File: src/hdl/atl_pkg.sv
package atl_pkg;

   localparam logic [2:0] TOK_EOF     = 3'd0;
   localparam logic [2:0] TOK_IDENT   = 3'd1;
   localparam logic [2:0] TOK_KEYWORD = 3'd2;
   localparam logic [2:0] TOK_INTEGER = 3'd3;
   localparam logic [2:0] TOK_CHAR    = 3'd4;

   localparam logic [2:0] CSR_KW_COUNT = 3'd0;
   localparam logic [2:0] CSR_KW_WORD0 = 3'd1;

   localparam logic [7:0] CHAR_ZERO  = 8'h30;
   localparam logic [7:0] CHAR_NINE  = 8'h39;
   localparam logic [7:0] CHAR_UNDER = 8'h5f;
   localparam logic [7:0] CHAR_LF    = 8'h0a;
   localparam logic [7:0] CHAR_CR    = 8'h0d;
   localparam logic [7:0] CHAR_TAB   = 8'h09;
   localparam logic [7:0] CHAR_SPACE = 8'h20;

   localparam logic [19:0] LINE_MAX = 20'hfffff;
   localparam logic [15:0] COL_MAX  = 16'hffff;
   localparam logic [15:0] LEN_MAX  = 16'hffff;

   typedef enum logic [1:0] {
      MODE_IDLE = 2'd0,
      MODE_NAME = 2'd1,
      MODE_NUM  = 2'd2
   } scan_mode_type;

   typedef enum logic [1:0] {
      ST_IDLE       = 2'd0,
      ST_SEND_FLUSH = 2'd1,
      ST_SEND_CHAR  = 2'd2
   } ctrl_state_type;

   typedef struct packed {
      logic [2:0]  kind;
      logic [7:0]  char_code;
      logic [2:0]  keyword_number;
      logic [63:0] number_value;
      logic [15:0] token_length;
      logic [19:0] start_line;
      logic [15:0] start_column;
   } token_type;

   typedef struct packed {
      logic load;
      logic sel_char;
   } cmd_type;

   typedef struct packed {
      logic has_flush;
      logic has_char;
   } sts_type;

endpackage

File: src/hdl/atl_ctrl.sv
module atl_ctrl
   import atl_pkg::*;
(
   input  logic    clock,
   input  logic    reset,
   input  logic    req_tvalid,
   output logic    req_tready,
   output logic    rsp_tvalid,
   input  logic    rsp_tready,
   output logic    rsp_tlast,
   input  sts_type sts,
   output cmd_type cmd
);

   ctrl_state_type state_ff, state_in;
   logic           emit_pend_ff, emit_pend_in;

   always_comb begin
      state_in = state_ff;
      unique case (state_ff)
         ST_IDLE: begin
            if (req_tvalid) begin
               if (sts.has_flush) begin
                  state_in = ST_SEND_FLUSH;
               end else if (sts.has_char) begin
                  state_in = ST_SEND_CHAR;
               end
            end
         end
         ST_SEND_FLUSH: begin
            if (rsp_tready) begin
               state_in = emit_pend_ff ? ST_SEND_CHAR : ST_IDLE;
            end
         end
         ST_SEND_CHAR: begin
            if (rsp_tready) begin
               state_in = ST_IDLE;
            end
         end
         default: state_in = ST_IDLE;
      endcase
   end

   always_comb begin
      req_tready   = 1'b0;
      rsp_tvalid   = 1'b0;
      rsp_tlast    = 1'b0;
      cmd.load     = 1'b0;
      cmd.sel_char = 1'b0;
      unique case (state_ff)
         ST_IDLE: begin
            req_tready = 1'b1;
            cmd.load   = req_tvalid;
         end
         ST_SEND_FLUSH: begin
            rsp_tvalid = 1'b1;
            rsp_tlast  = !emit_pend_ff;
         end
         ST_SEND_CHAR: begin
            rsp_tvalid   = 1'b1;
            rsp_tlast    = 1'b1;
            cmd.sel_char = 1'b1;
         end
         default: ;
      endcase
   end

   assign emit_pend_in = cmd.load ? sts.has_char : emit_pend_ff;

   always_ff @(posedge clock) begin
      if (reset) begin
         state_ff     <= ST_IDLE;
         emit_pend_ff <= 1'b0;
      end else begin
         state_ff     <= state_in;
         emit_pend_ff <= emit_pend_in;
      end
   end

   a_no_overlap: assert property (@(posedge clock) disable iff (reset)
      !(req_tready && rsp_tvalid))
      else $error("input taken while a result is pending");

   a_flush_first: assert property (@(posedge clock) disable iff (reset)
      (cmd.load && sts.has_flush) |=> (rsp_tvalid && !cmd.sel_char))
      else $error("ended token not presented first");

   a_no_result: assert property (@(posedge clock) disable iff (reset)
      (cmd.load && !sts.has_flush && !sts.has_char) |=> req_tready)
      else $error("item without result left the block busy");

   a_hold: assert property (@(posedge clock) disable iff (reset)
      (rsp_tvalid && !rsp_tready) |=> (rsp_tvalid && $stable(cmd.sel_char)
                                       && $stable(rsp_tlast)))
      else $error("stalled result changed");

endmodule

File: src/hdl/atl_dp.sv
module atl_dp
   import atl_pkg::*;
#(
   parameter int KEYWORD_SLOTS = 7,
   parameter int KEYWORD_CHARS = 8
) (
   input  logic        clock,
   input  logic        reset,
   input  logic        csr_we,
   input  logic [2:0]  csr_index,
   input  logic [63:0] csr_wdata,
   input  logic        req_kind,
   input  logic [7:0]  req_byte,
   input  cmd_type     cmd,
   output sts_type     sts,
   output token_type   rsp_tok
);

   localparam int NAME_W = 8 * KEYWORD_CHARS;

   function automatic logic is_digit(input logic [7:0] c);
      is_digit = (c >= CHAR_ZERO) && (c <= CHAR_NINE);
   endfunction

   function automatic logic is_head(input logic [7:0] c);
      is_head = (c == CHAR_UNDER) || (c >= 8'h61 && c <= 8'h7a) || (c >= 8'h41 && c <= 8'h5a);
   endfunction

   function automatic logic is_space(input logic [7:0] c);
      is_space = (c == CHAR_SPACE) || (c >= CHAR_TAB && c <= CHAR_CR);
   endfunction

   logic [2:0]        kw_count_ff;
   logic [NAME_W-1:0] kw_word_ff [KEYWORD_SLOTS];

   scan_mode_type     mode_ff, mode_in;
   logic [NAME_W-1:0] name_ff, name_in;
   logic [15:0]       run_ff, run_in;
   logic [63:0]       acc_ff, acc_in;
   logic [19:0]       tok_line_ff, tok_line_in;
   logic [15:0]       tok_col_ff, tok_col_in;
   logic [19:0]       line_ff, line_in;
   logic [15:0]       col_ff, col_in;
   token_type         flush_tok_ff, flush_tok_in;
   token_type         char_tok_ff, char_tok_in;

   logic [7:0]        b;
   logic              in_name, in_num, cont_name, cont_num, cont;
   logic              start_head, start_digit, is_single, is_end;
   logic              kw_hit;
   logic [2:0]        kw_num;
   logic [NAME_W-1:0] name_grow;
   logic [15:0]       run_inc;
   logic [63:0]       acc_next;

   // keyword table
   always_ff @(posedge clock) begin
      if (reset) begin
         kw_count_ff <= 3'd0;
      end else if (csr_we && csr_index == CSR_KW_COUNT) begin
         kw_count_ff <= csr_wdata[2:0];
      end
   end

   for (genvar i = 0; i < KEYWORD_SLOTS; i++) begin : g_kw
      always_ff @(posedge clock) begin
         if (reset) begin
            kw_word_ff[i] <= '0;
         end else if (csr_we && csr_index == CSR_KW_WORD0 + 3'(i)) begin
            kw_word_ff[i] <= csr_wdata[NAME_W-1:0];
         end
      end
   end

   always_comb begin
      kw_hit = 1'b0;
      kw_num = 3'd0;
      for (int i = KEYWORD_SLOTS - 1; i >= 0; i--) begin
         if (3'(i) < kw_count_ff && kw_word_ff[i] == name_ff) begin
            kw_hit = 1'b1;
            kw_num = 3'(i);
         end
      end
      if (run_ff > 16'(KEYWORD_CHARS)) begin
         kw_hit = 1'b0;
      end
   end

   // byte classes
   always_comb begin
      b = req_kind ? 8'd0 : req_byte;
      in_name = 1'b0;
      in_num  = 1'b0;
      unique case (mode_ff)
         MODE_NAME: in_name = 1'b1;
         MODE_NUM:  in_num  = 1'b1;
         default:   ;
      endcase
      cont_name   = in_name && (is_head(b) || is_digit(b));
      cont_num    = in_num && is_digit(b);
      cont        = cont_name || cont_num;
      is_end      = (b == 8'd0);
      start_head  = !cont && is_head(b);
      start_digit = !cont && is_digit(b);
      is_single   = !cont && !is_end && !is_space(b) && !is_head(b) && !is_digit(b);
      sts.has_flush = (in_name || in_num) && !cont;
      sts.has_char  = !cont && (is_end || is_single);
   end

   always_comb begin
      name_grow = name_ff;
      for (int j = 0; j < KEYWORD_CHARS; j++) begin
         if (run_ff == 16'(j)) begin
            name_grow[8*j +: 8] = b;
         end
      end
   end

   assign run_inc  = (run_ff < LEN_MAX) ? run_ff + 16'd1 : run_ff;
   assign acc_next = {acc_ff[60:0], 3'b000} + {acc_ff[62:0], 1'b0} + 64'(b - CHAR_ZERO);

   always_comb begin
      mode_in     = mode_ff;
      name_in     = name_ff;
      run_in      = run_ff;
      acc_in      = acc_ff;
      tok_line_in = tok_line_ff;
      tok_col_in  = tok_col_ff;
      line_in     = line_ff;
      col_in      = col_ff;
      if (cmd.load) begin
         if (cont) begin
            run_in = run_inc;
            if (cont_name) begin
               name_in = name_grow;
            end else begin
               acc_in = acc_next;
            end
         end else if (start_head || start_digit) begin
            mode_in     = start_head ? MODE_NAME : MODE_NUM;
            run_in      = 16'd1;
            tok_line_in = line_ff;
            tok_col_in  = col_ff;
            if (start_head) begin
               name_in = NAME_W'(b);
            end else begin
               acc_in = 64'(b - CHAR_ZERO);
            end
         end else begin
            mode_in = MODE_IDLE;
         end
         if (!is_end) begin
            if (b == CHAR_CR || b == CHAR_LF) begin
               col_in = 16'd1;
            end else if (col_ff < COL_MAX) begin
               col_in = col_ff + 16'd1;
            end
            if (b == CHAR_LF && line_ff < LINE_MAX) begin
               line_in = line_ff + 20'd1;
            end
         end
      end
   end

   always_comb begin
      flush_tok_in                = '0;
      flush_tok_in.token_length   = run_ff;
      flush_tok_in.start_line     = tok_line_ff;
      flush_tok_in.start_column   = tok_col_ff;
      if (in_num) begin
         flush_tok_in.kind         = TOK_INTEGER;
         flush_tok_in.number_value = acc_ff;
      end else if (kw_hit) begin
         flush_tok_in.kind           = TOK_KEYWORD;
         flush_tok_in.keyword_number = kw_num;
      end else begin
         flush_tok_in.kind = TOK_IDENT;
      end

      char_tok_in              = '0;
      char_tok_in.start_line   = line_ff;
      char_tok_in.start_column = col_ff;
      if (is_end) begin
         char_tok_in.kind = TOK_EOF;
      end else begin
         char_tok_in.kind         = TOK_CHAR;
         char_tok_in.char_code    = b;
         char_tok_in.token_length = 16'd1;
      end
   end

   always_ff @(posedge clock) begin
      if (reset) begin
         mode_ff     <= MODE_IDLE;
         name_ff     <= '0;
         run_ff      <= 16'd0;
         acc_ff      <= 64'd0;
         tok_line_ff <= 20'd1;
         tok_col_ff  <= 16'd1;
         line_ff     <= 20'd1;
         col_ff      <= 16'd1;
      end else begin
         mode_ff     <= mode_in;
         name_ff     <= name_in;
         run_ff      <= run_in;
         acc_ff      <= acc_in;
         tok_line_ff <= tok_line_in;
         tok_col_ff  <= tok_col_in;
         line_ff     <= line_in;
         col_ff      <= col_in;
      end
   end

   always_ff @(posedge clock) begin
      if (cmd.load) begin
         flush_tok_ff <= flush_tok_in;
         char_tok_ff  <= char_tok_in;
      end
   end

   assign rsp_tok = cmd.sel_char ? char_tok_ff : flush_tok_ff;

endmodule

File: src/hdl/assembler_token_lexer.sv
// channel | dir | handshake           | payload
// req     | in  | req_tvalid/tready   | tuser kind, tdata text_byte
// rsp     | out | rsp_tvalid/tready   | tuser token_kind, tdata token, tlast last_of_run
// csr     | in  | csr_we              | csr_index, csr_wdata
// an item that yields no token is only accepted; otherwise it is accepted and then
// each token is shown in turn, two tokens at most, set by the controller fsm
// keyword match and the x10 accumulate are done in the accept cycle
// reset is synchronous: position back to line 1 column 1, keyword table cleared
// req_tready stays low while a token waits on rsp_tready
module assembler_token_lexer
   import atl_pkg::*;
#(
   parameter int KEYWORD_SLOTS = 7,
   parameter int KEYWORD_CHARS = 8
) (
   input  logic         clock,
   input  logic         reset,
   input  logic         csr_we,
   input  logic [2:0]   csr_index,
   input  logic [63:0]  csr_wdata,
   input  logic         req_tvalid,
   output logic         req_tready,
   input  logic [7:0]   req_tdata,   // text_byte
   input  logic         req_tuser,   // kind
   output logic         rsp_tvalid,
   input  logic         rsp_tready,
   // char_code, keyword_number, number_value, token_length, start_line, start_column
   output logic [127:0] rsp_tdata,
   output logic [2:0]   rsp_tuser,   // token_kind
   output logic         rsp_tlast
);

   cmd_type   cmd;
   sts_type   sts;
   token_type tok;

   atl_ctrl u_ctrl (
      .clock      (clock),
      .reset      (reset),
      .req_tvalid (req_tvalid),
      .req_tready (req_tready),
      .rsp_tvalid (rsp_tvalid),
      .rsp_tready (rsp_tready),
      .rsp_tlast  (rsp_tlast),
      .sts        (sts),
      .cmd        (cmd)
   );

   atl_dp #(
      .KEYWORD_SLOTS (KEYWORD_SLOTS),
      .KEYWORD_CHARS (KEYWORD_CHARS)
   ) u_dp (
      .clock     (clock),
      .reset     (reset),
      .csr_we    (csr_we),
      .csr_index (csr_index),
      .csr_wdata (csr_wdata),
      .req_kind  (req_tuser),
      .req_byte  (req_tdata),
      .cmd       (cmd),
      .sts       (sts),
      .rsp_tok   (tok)
   );

   assign rsp_tuser = tok.kind;
   assign rsp_tdata = {1'b0, tok.start_column, tok.start_line, tok.token_length,
                       tok.number_value, tok.keyword_number, tok.char_code};

endmodule
File: config.mk
export PLATFORM = sky130hd
export DESIGN_NAME = assembler_token_lexer
export DESIGN_NICKNAME = d
export VERILOG_FILES = /design/src/hdl/atl_pkg.sv /design/src/hdl/atl_ctrl.sv /design/src/hdl/atl_dp.sv /design/src/hdl/assembler_token_lexer.sv
export SDC_FILE = /design/constraint.sdc
export NUM_CORES = 2
export LEC_CHECK = 0
export ABC_AREA = 1
export BUFFER_PORTS_ARGS = -buffer_cell sky130_fd_sc_hd__buf_2
export CORE_MARGIN = 4
export CORE_UTILIZATION = 60
export CTS_CLUSTER_DIAMETER = 60
export DETAILED_ROUTE_END_ITERATION = 10
export PLACE_DENSITY = 0.83
export SLEW_MARGIN = 40
export SYNTH_ARGS = -nofsm -noshare
export SYNTH_HDL_FRONTEND = slang
export SYNTH_SLANG_ARGS = --single-unit
File: constraint.sdc
create_clock -name clock -period 19.5 [get_ports clock]
set_input_delay 2.925 -clock clock [delete_from_list [all_inputs] [get_ports clock]]
set_output_delay 2.925 -clock clock [all_outputs]
set_load 0.1 [all_outputs]
# After elaboration in Yosys (flattened, before gate mapping)
# Memories as Yosys holds them, arrays and structs flattened.
# Cells that the tools add are included.
[totals]
regBits = 409
ram_bits = 448
elab_cells = 269
memories = 1
[op_classes]
n_addsub = 6
magnitude_cmp = 19
n_eq_ne = 45
n_mux = 86
bitwise_logic = 10
reduce_logical = 71
[mem_list]
columns = ["name", "depth", "word_bits", "rd", "rd_clocked_by_memory_dff", "write_ports", "line_no", "source"]
rows = [
  ["u_dp.kw_word_ff", 7, 64, 7, 0, 7, "atl_dp.sv:34", "logic [NAME_W-1:0] kw_word_ff [KEYWORD_SLOTS];"],
]
[op_table]
columns = ["cell", "n"]
rows = [
  ["64-bit 2-to-1 mux", 15],
  ["64-bit == test", 7],
  ["130-bit 2-to-1 mux", 1],
  ["64-bit adder", 2],
  ["16-bit 2-to-1 mux", 5],
  ["8-bit 2-to-1 mux", 9],
  ["16-bit by 3-bit == test with 1-bit output (second input constant)", 4],
  ["5-bit AND reduction", 8],
  ["1-bit 2-to-1 mux", 39],
  ["16-bit by 1-bit adder with 16-bit output (second input constant)", 2],
  ["16-bit by 2-bit == test with 1-bit output (second input constant)", 2],
  ["16-bit < comparator (second input constant)", 2],
  ["1-bit logical AND", 30],
  ["2-bit != test (second input constant)", 13],
  ["2-bit 2-to-1 mux", 11],
  ["20-bit by 1-bit adder with 20-bit output (second input constant)", 1],
  ["20-bit < comparator (second input constant)", 1],
  ["16-bit by 1-bit == test with 1-bit output (second input constant)", 1],
  ["8-bit by 4-bit == test with 1-bit output (second input constant)", 2],
  ["8-bit by 7-bit greater-or-equal comparator with 1-bit output (second input constant)", 2],
  ["16-bit by 4-bit > comparator with 1-bit output (second input constant)", 1],
  ["8-bit by 7-bit <= comparator with 1-bit output (second input constant)", 2],
  ["16-bit logical NOT", 1],
  ["3-bit == test (second input constant)", 4],
  ["34 further kinds", 72],
]

# Logic depth before layout (Yosys ltp)
[depth]
word_depth = 19
depth_mapped = 22
depth_no_buf = 22

# Cells and area by module
# From an unflattened synthesis, not the netlist that was laid out.
[unflattened]
hier_cells = 5647
hier_area_um2 = 45467.4
[by_module_without_submodules]
columns = ["mod", "n_inst", "cells_per_inst", "area_each_um2"]
rows = [
  ["atl_dp", 1, 5599, 45160.8],
  ["atl_ctrl", 1, 46, 295.3],
  ["assembler_token_lexer", 1, 2, 11.3],
]

# Least setup slack after synthesis
# No wires, ideal clock.
[synth_timing]
path_type = "in2reg"
start = "input csr_we"
end = "memory u_dp.kw_word_ff[2][0] (netlist bit) (enable)"
setup_ps = 574
arrival_ps = 7772
t_required_ps = 18926
path_slack_ps = 11153
path_stages = 4
cell_sequence = "inv_1 nor2_1 inv_1 o21ai_0"
[synth_rtl]
columns = ["item", "line_no", "source"]
rows = [
  ["start, declared", "assembler_token_lexer.sv:18", "input logic csr_we,"],
  ["end, declared", "atl_dp.sv:34", ""],
]

# Worst setup path after layout
[layout_timing]
start = "input req_tuser"
end = "register u_dp.acc_ff[28]"
[layout_via]
elab_chain_cells = 13
[layout_rtl]
columns = ["item", "line_no", "source"]
rows = [
  ["start, declared", "assembler_token_lexer.sv:24", "input logic req_tuser,"],
  ["8-bit 2-to-1 mux *", "atl_dp.sv:91", "b = req_kind ? 8'd0 : req_byte;"],
  ["branches (longest 12 deep; another with 64-bit adder)", "n/a", ""],
  ["end signal, assigned", "atl_dp.sv:206", "acc_ff <= acc_in;"],
  ["end, declared", "atl_dp.sv:39", "logic [63:0] acc_ff, acc_in;"],
]
# Mark *: on every way between the ends. The select of a mux whose other input is x is not followed.
# A chain may end at the register's enable or synchronous reset.

==> out/results.tsv <==
stage	metric	value	unit
run_status	status	completed	
clock_network	CTS Buf Count	90	
synthesis	Mean Syn Cell Area	8.61	sq um
synthesis	Synth Cell Area	43600	sq um
grt	vias in the first global route	35500	
synthesis	top_reg_cell synth	edfxtp_1	
synthesis	Synth Area in Simple Gates	21.5	%
timing	Worst Max-Slew Pin Slew	0.985	ns
floorplanning	DIE HEIGHT	278	um
synthesis	Yosys top cell by area	edfxtp_1	
place	port buffer count	213	
cells_and_area	Final #Nets	5436	
critical_path	Critical Path, Cell by Cell	buf_2 > inv_2 > nand2_1 > o21ai_0 > inv_1 > fa_1 > inv_1 > ha_1 > o21ai_0 > o21ai_0 > nand2_1 > nand2_1 > nand2_1 > nand3_1 > or2_2 > nand3_1 > a21oi_1	
critical_path	crit-path max cell delay	0.51	ns
routing	WL/cell	25.7	um
floorplanning	placement row count	98	
critical_path	CP Data Arrival Time	7.07	ns
cells_and_area	area grow syn2layout	11.5	%
clock_network	Clock Path Buffers	3	
synthesis	xor/xnor share of the synthesized area	5.12	%
place	dpl hpwl	115000	um
synthesis	largest cells by area after synthesis	edfxtp_1, dfxtp_1, nand2_1	
routing	via count	37800	
floorplanning	core area	71700	sq um
timing	final period utilization	33.6	%
grt	antenna violations before repair	5	
clock_network	later-pin clock latency in the skew report	0.66	ns
routing	first-pass iteration count of the detailed router	6	
timing	min Tclk post-route	6.56	ns
critical_path	Startpoint Class	input port	
timing	Hold Fails Final Rpt	0	
clock_network	postcts setup bufs	0	
critical_path	CP endpoint kind	flop	
synthesis	Post-synth top cells	nand2_1, nor2_1, edfxtp_1, inv_1, o21ai_0	
power	maximum vdd ir drop	0.144	mV
synthesis	Netlist cell types	49	
synthesis	Cells after Synth	5063	
grt	total grt overflow	0	
synthesis	mux cell area share after synthesis	0	%
timing	final setup TNS	0	ns
timing	RSZ-0062 raised after global routing	no	
synthesis	most common cell in the netlist	nand2_1	
timing	final number of max-transition violations	0	
synthesis	register area share after synthesis	52.6	%
clock_network	PostCTS Resize Cnt	0	
routing	routed wire length	161000	um
clock_network	htree depth	3	
clock_network	CTS tree	built	
clock_network	Clk pin slew, worst setup/hold paths	0.06	ns
power	PwrDens	120	nW/um^2
timing	fmax	153	MHz
routing	vias per inst	6.04	
critical_path	largest fanout on the critical path	10	
critical_path	worst path required time	20.01	ns
place	Place WS	12.42	ns
synthesis	synth warn	0	
synthesis	main combinational cell family by area after synthesis	simple AND/OR/NAND/NOR gates	
clock_network	clock sink count	838	
synthesis	compound-gate portion of the synthesized area	9.27	%
place	placed cell count	6079	
routing	1st-iter DRT viols	5650	
synthesis	Post-synth ARST share	0	%
synthesis	share of the synthesized area in the top cell type	42.3	%
worst_hold_path	Min-Delay Path Class	reg -> reg	
grt	first-pass GRT wire length	232000	um
critical_path	CP max-delay cell	o21ai_0	
cells_and_area	final core occ	67.8	%
clock_network	hold buffer count at CTS	0	
critical_path	Buf/Inv on CP	4	
floorplanning	DIE WIDTH	278	um
place	gpl congestion	1.10	
timing	worst setup margin	12.94	ns
timing	Clock Skew	0.0288	ns
synthesis	#FFs+latches synth	838	
power	Leak	0.0205	uW
timing	final setup violating endpoints	0	
routing	DRC	0	
timing	hold slack	0.428	ns
critical_path	crit-path leading delay family	simple AND/OR/NAND/NOR gates	
floorplanning	initial core utilization	60.8	%
critical_path	Setup Crit Path Kind	in -> reg	
synthesis	Post-synth EDFFs	614	
synthesis	Adder-Cell Fraction of Synth Area	4.88	%
clock_network	CTS root buffer	clkbuf_16	
grt	largest net degree at the start of global routing	112	
synthesis	post-synthesis net count	5278	
timing	Slew HR	34.1	%
cells_and_area	Final Instance Count excl. Fillers	6249	
grt	Total GRT Usage	40.8	%
floorplanning	die footprint	77000	sq um
floorplanning	IO Pins	215	
routing	remaining antenna violation count	0	
cells_and_area	layout cells sized above 1	8.40	%
critical_path	cell mode on critical path	nand2_1	
job	Max Cap Violations	0	
## kinds of logic after synthesis
family                   after synthesis
other                                  1
flip-flops                           838
AND/OR/NAND/NOR                     2325
AO/OA/AOI/OAI                        759
buffers and inverters                751
XOR/XNOR                             255
adder cells (fa/ha/maj)              134
## final cells by class
| cell class | instances | area (sq um) |
|---|---|---|
| sequential | 838 | 22900 |
| timing repair buffer | 245 | 1370 |
| fill | 5847 | 23100 |
| antenna | 2 | 5.00 |
| inverter | 572 | 2160 |
| clock buffer | 128 | 2560 |
| tap | 950 | 1190 |
| multi-input combinational | 3474 | 17900 |
| clock inverter | 40 | 497 |
## metrics by stage
| stage | total power, uW | area (sq um) |
|---|---|---|
| floorplan | 3580 | 43600 |
| global placement | 4030 | 45400 |
| finish | 5830 | 48600 |
| global route | 6020 | 48600 |
| CTS | 5790 | 48600 |
| detailed placement | 4050 | 45600 |
## worst paths after layout
kind                                    endpoint  slack [ns]  depth (start not counted)                             from
setup / recovery    u_dp.acc_ff[28]$_SDFFE_PP0P_       12.94                         17                        req_tuser
hold / removal    u_dp.flush_tok_ff[0]$_DFFE_PP_        0.43                          0  u_dp.tok_col_ff[0]$_SDFFE_PP1P_
setup reg to reg    u_dp.acc_ff[62]$_SDFFE_PP0P_       15.64                         12     u_dp.mode_ff[0]$_SDFFE_PP0P_
hold reg to reg   u_dp.flush_tok_ff[0]$_DFFE_PP_        0.43                          0  u_dp.tok_col_ff[0]$_SDFFE_PP1P_
## power by group
group          switching (uW)  total, uW  internal [uW]
sequential                122       2210           2090
clock                     735       1770           1040
combinational            1480       1840            361
## registers in the layout, summed over array words and instances (netlist names)
register             cells
u_dp.name_ff            64
u_dp.run_ff             16
u_dp.acc_ff             64
u_dp.col_ff             16
u_dp.mode_ff             2
u_dp.kw_word_ff        448
u_ctrl.emit_pend_ff      1
u_dp.tok_line_ff        20
u_dp.line_ff            20
u_ctrl.state_ff          2
u_dp.flush_tok_ff      121
u_dp.tok_col_ff         16
u_dp.char_tok_ff        45
u_dp.kw_count_ff         3
## layer usage
metal / share of wire, % / track usage [%] / wire (um)
met5: 0.035 / 0 / 57
met3: 11 / 8.10 / 18300
met2: 43 / 62.0 / 69800
met1: 36 / 52.2 / 57200
met4: 9.5 / 30.2 / 15300
## cell usage in the layout (no fill, tap or decap), drive strengths merged, types with 6 or more instances in the layout
master	n
a21oi	291
a22o	6
a31oi	6
buf	245
bufinv	9
clkbuf	128
clkinv	40
dfxtp	224
edfxtp	614
fa	60
ha	74
inv	561
nand2	1007
nand3	164
nand3b	12
nand4	73
nor2	980
nor3	51
nor4	14
o211ai	9
o21ai	356
o21bai	16
o22ai	54
or2	17
xnor2	170
xor2	85
Note: power is estimated with default switching activity, not from simulation.
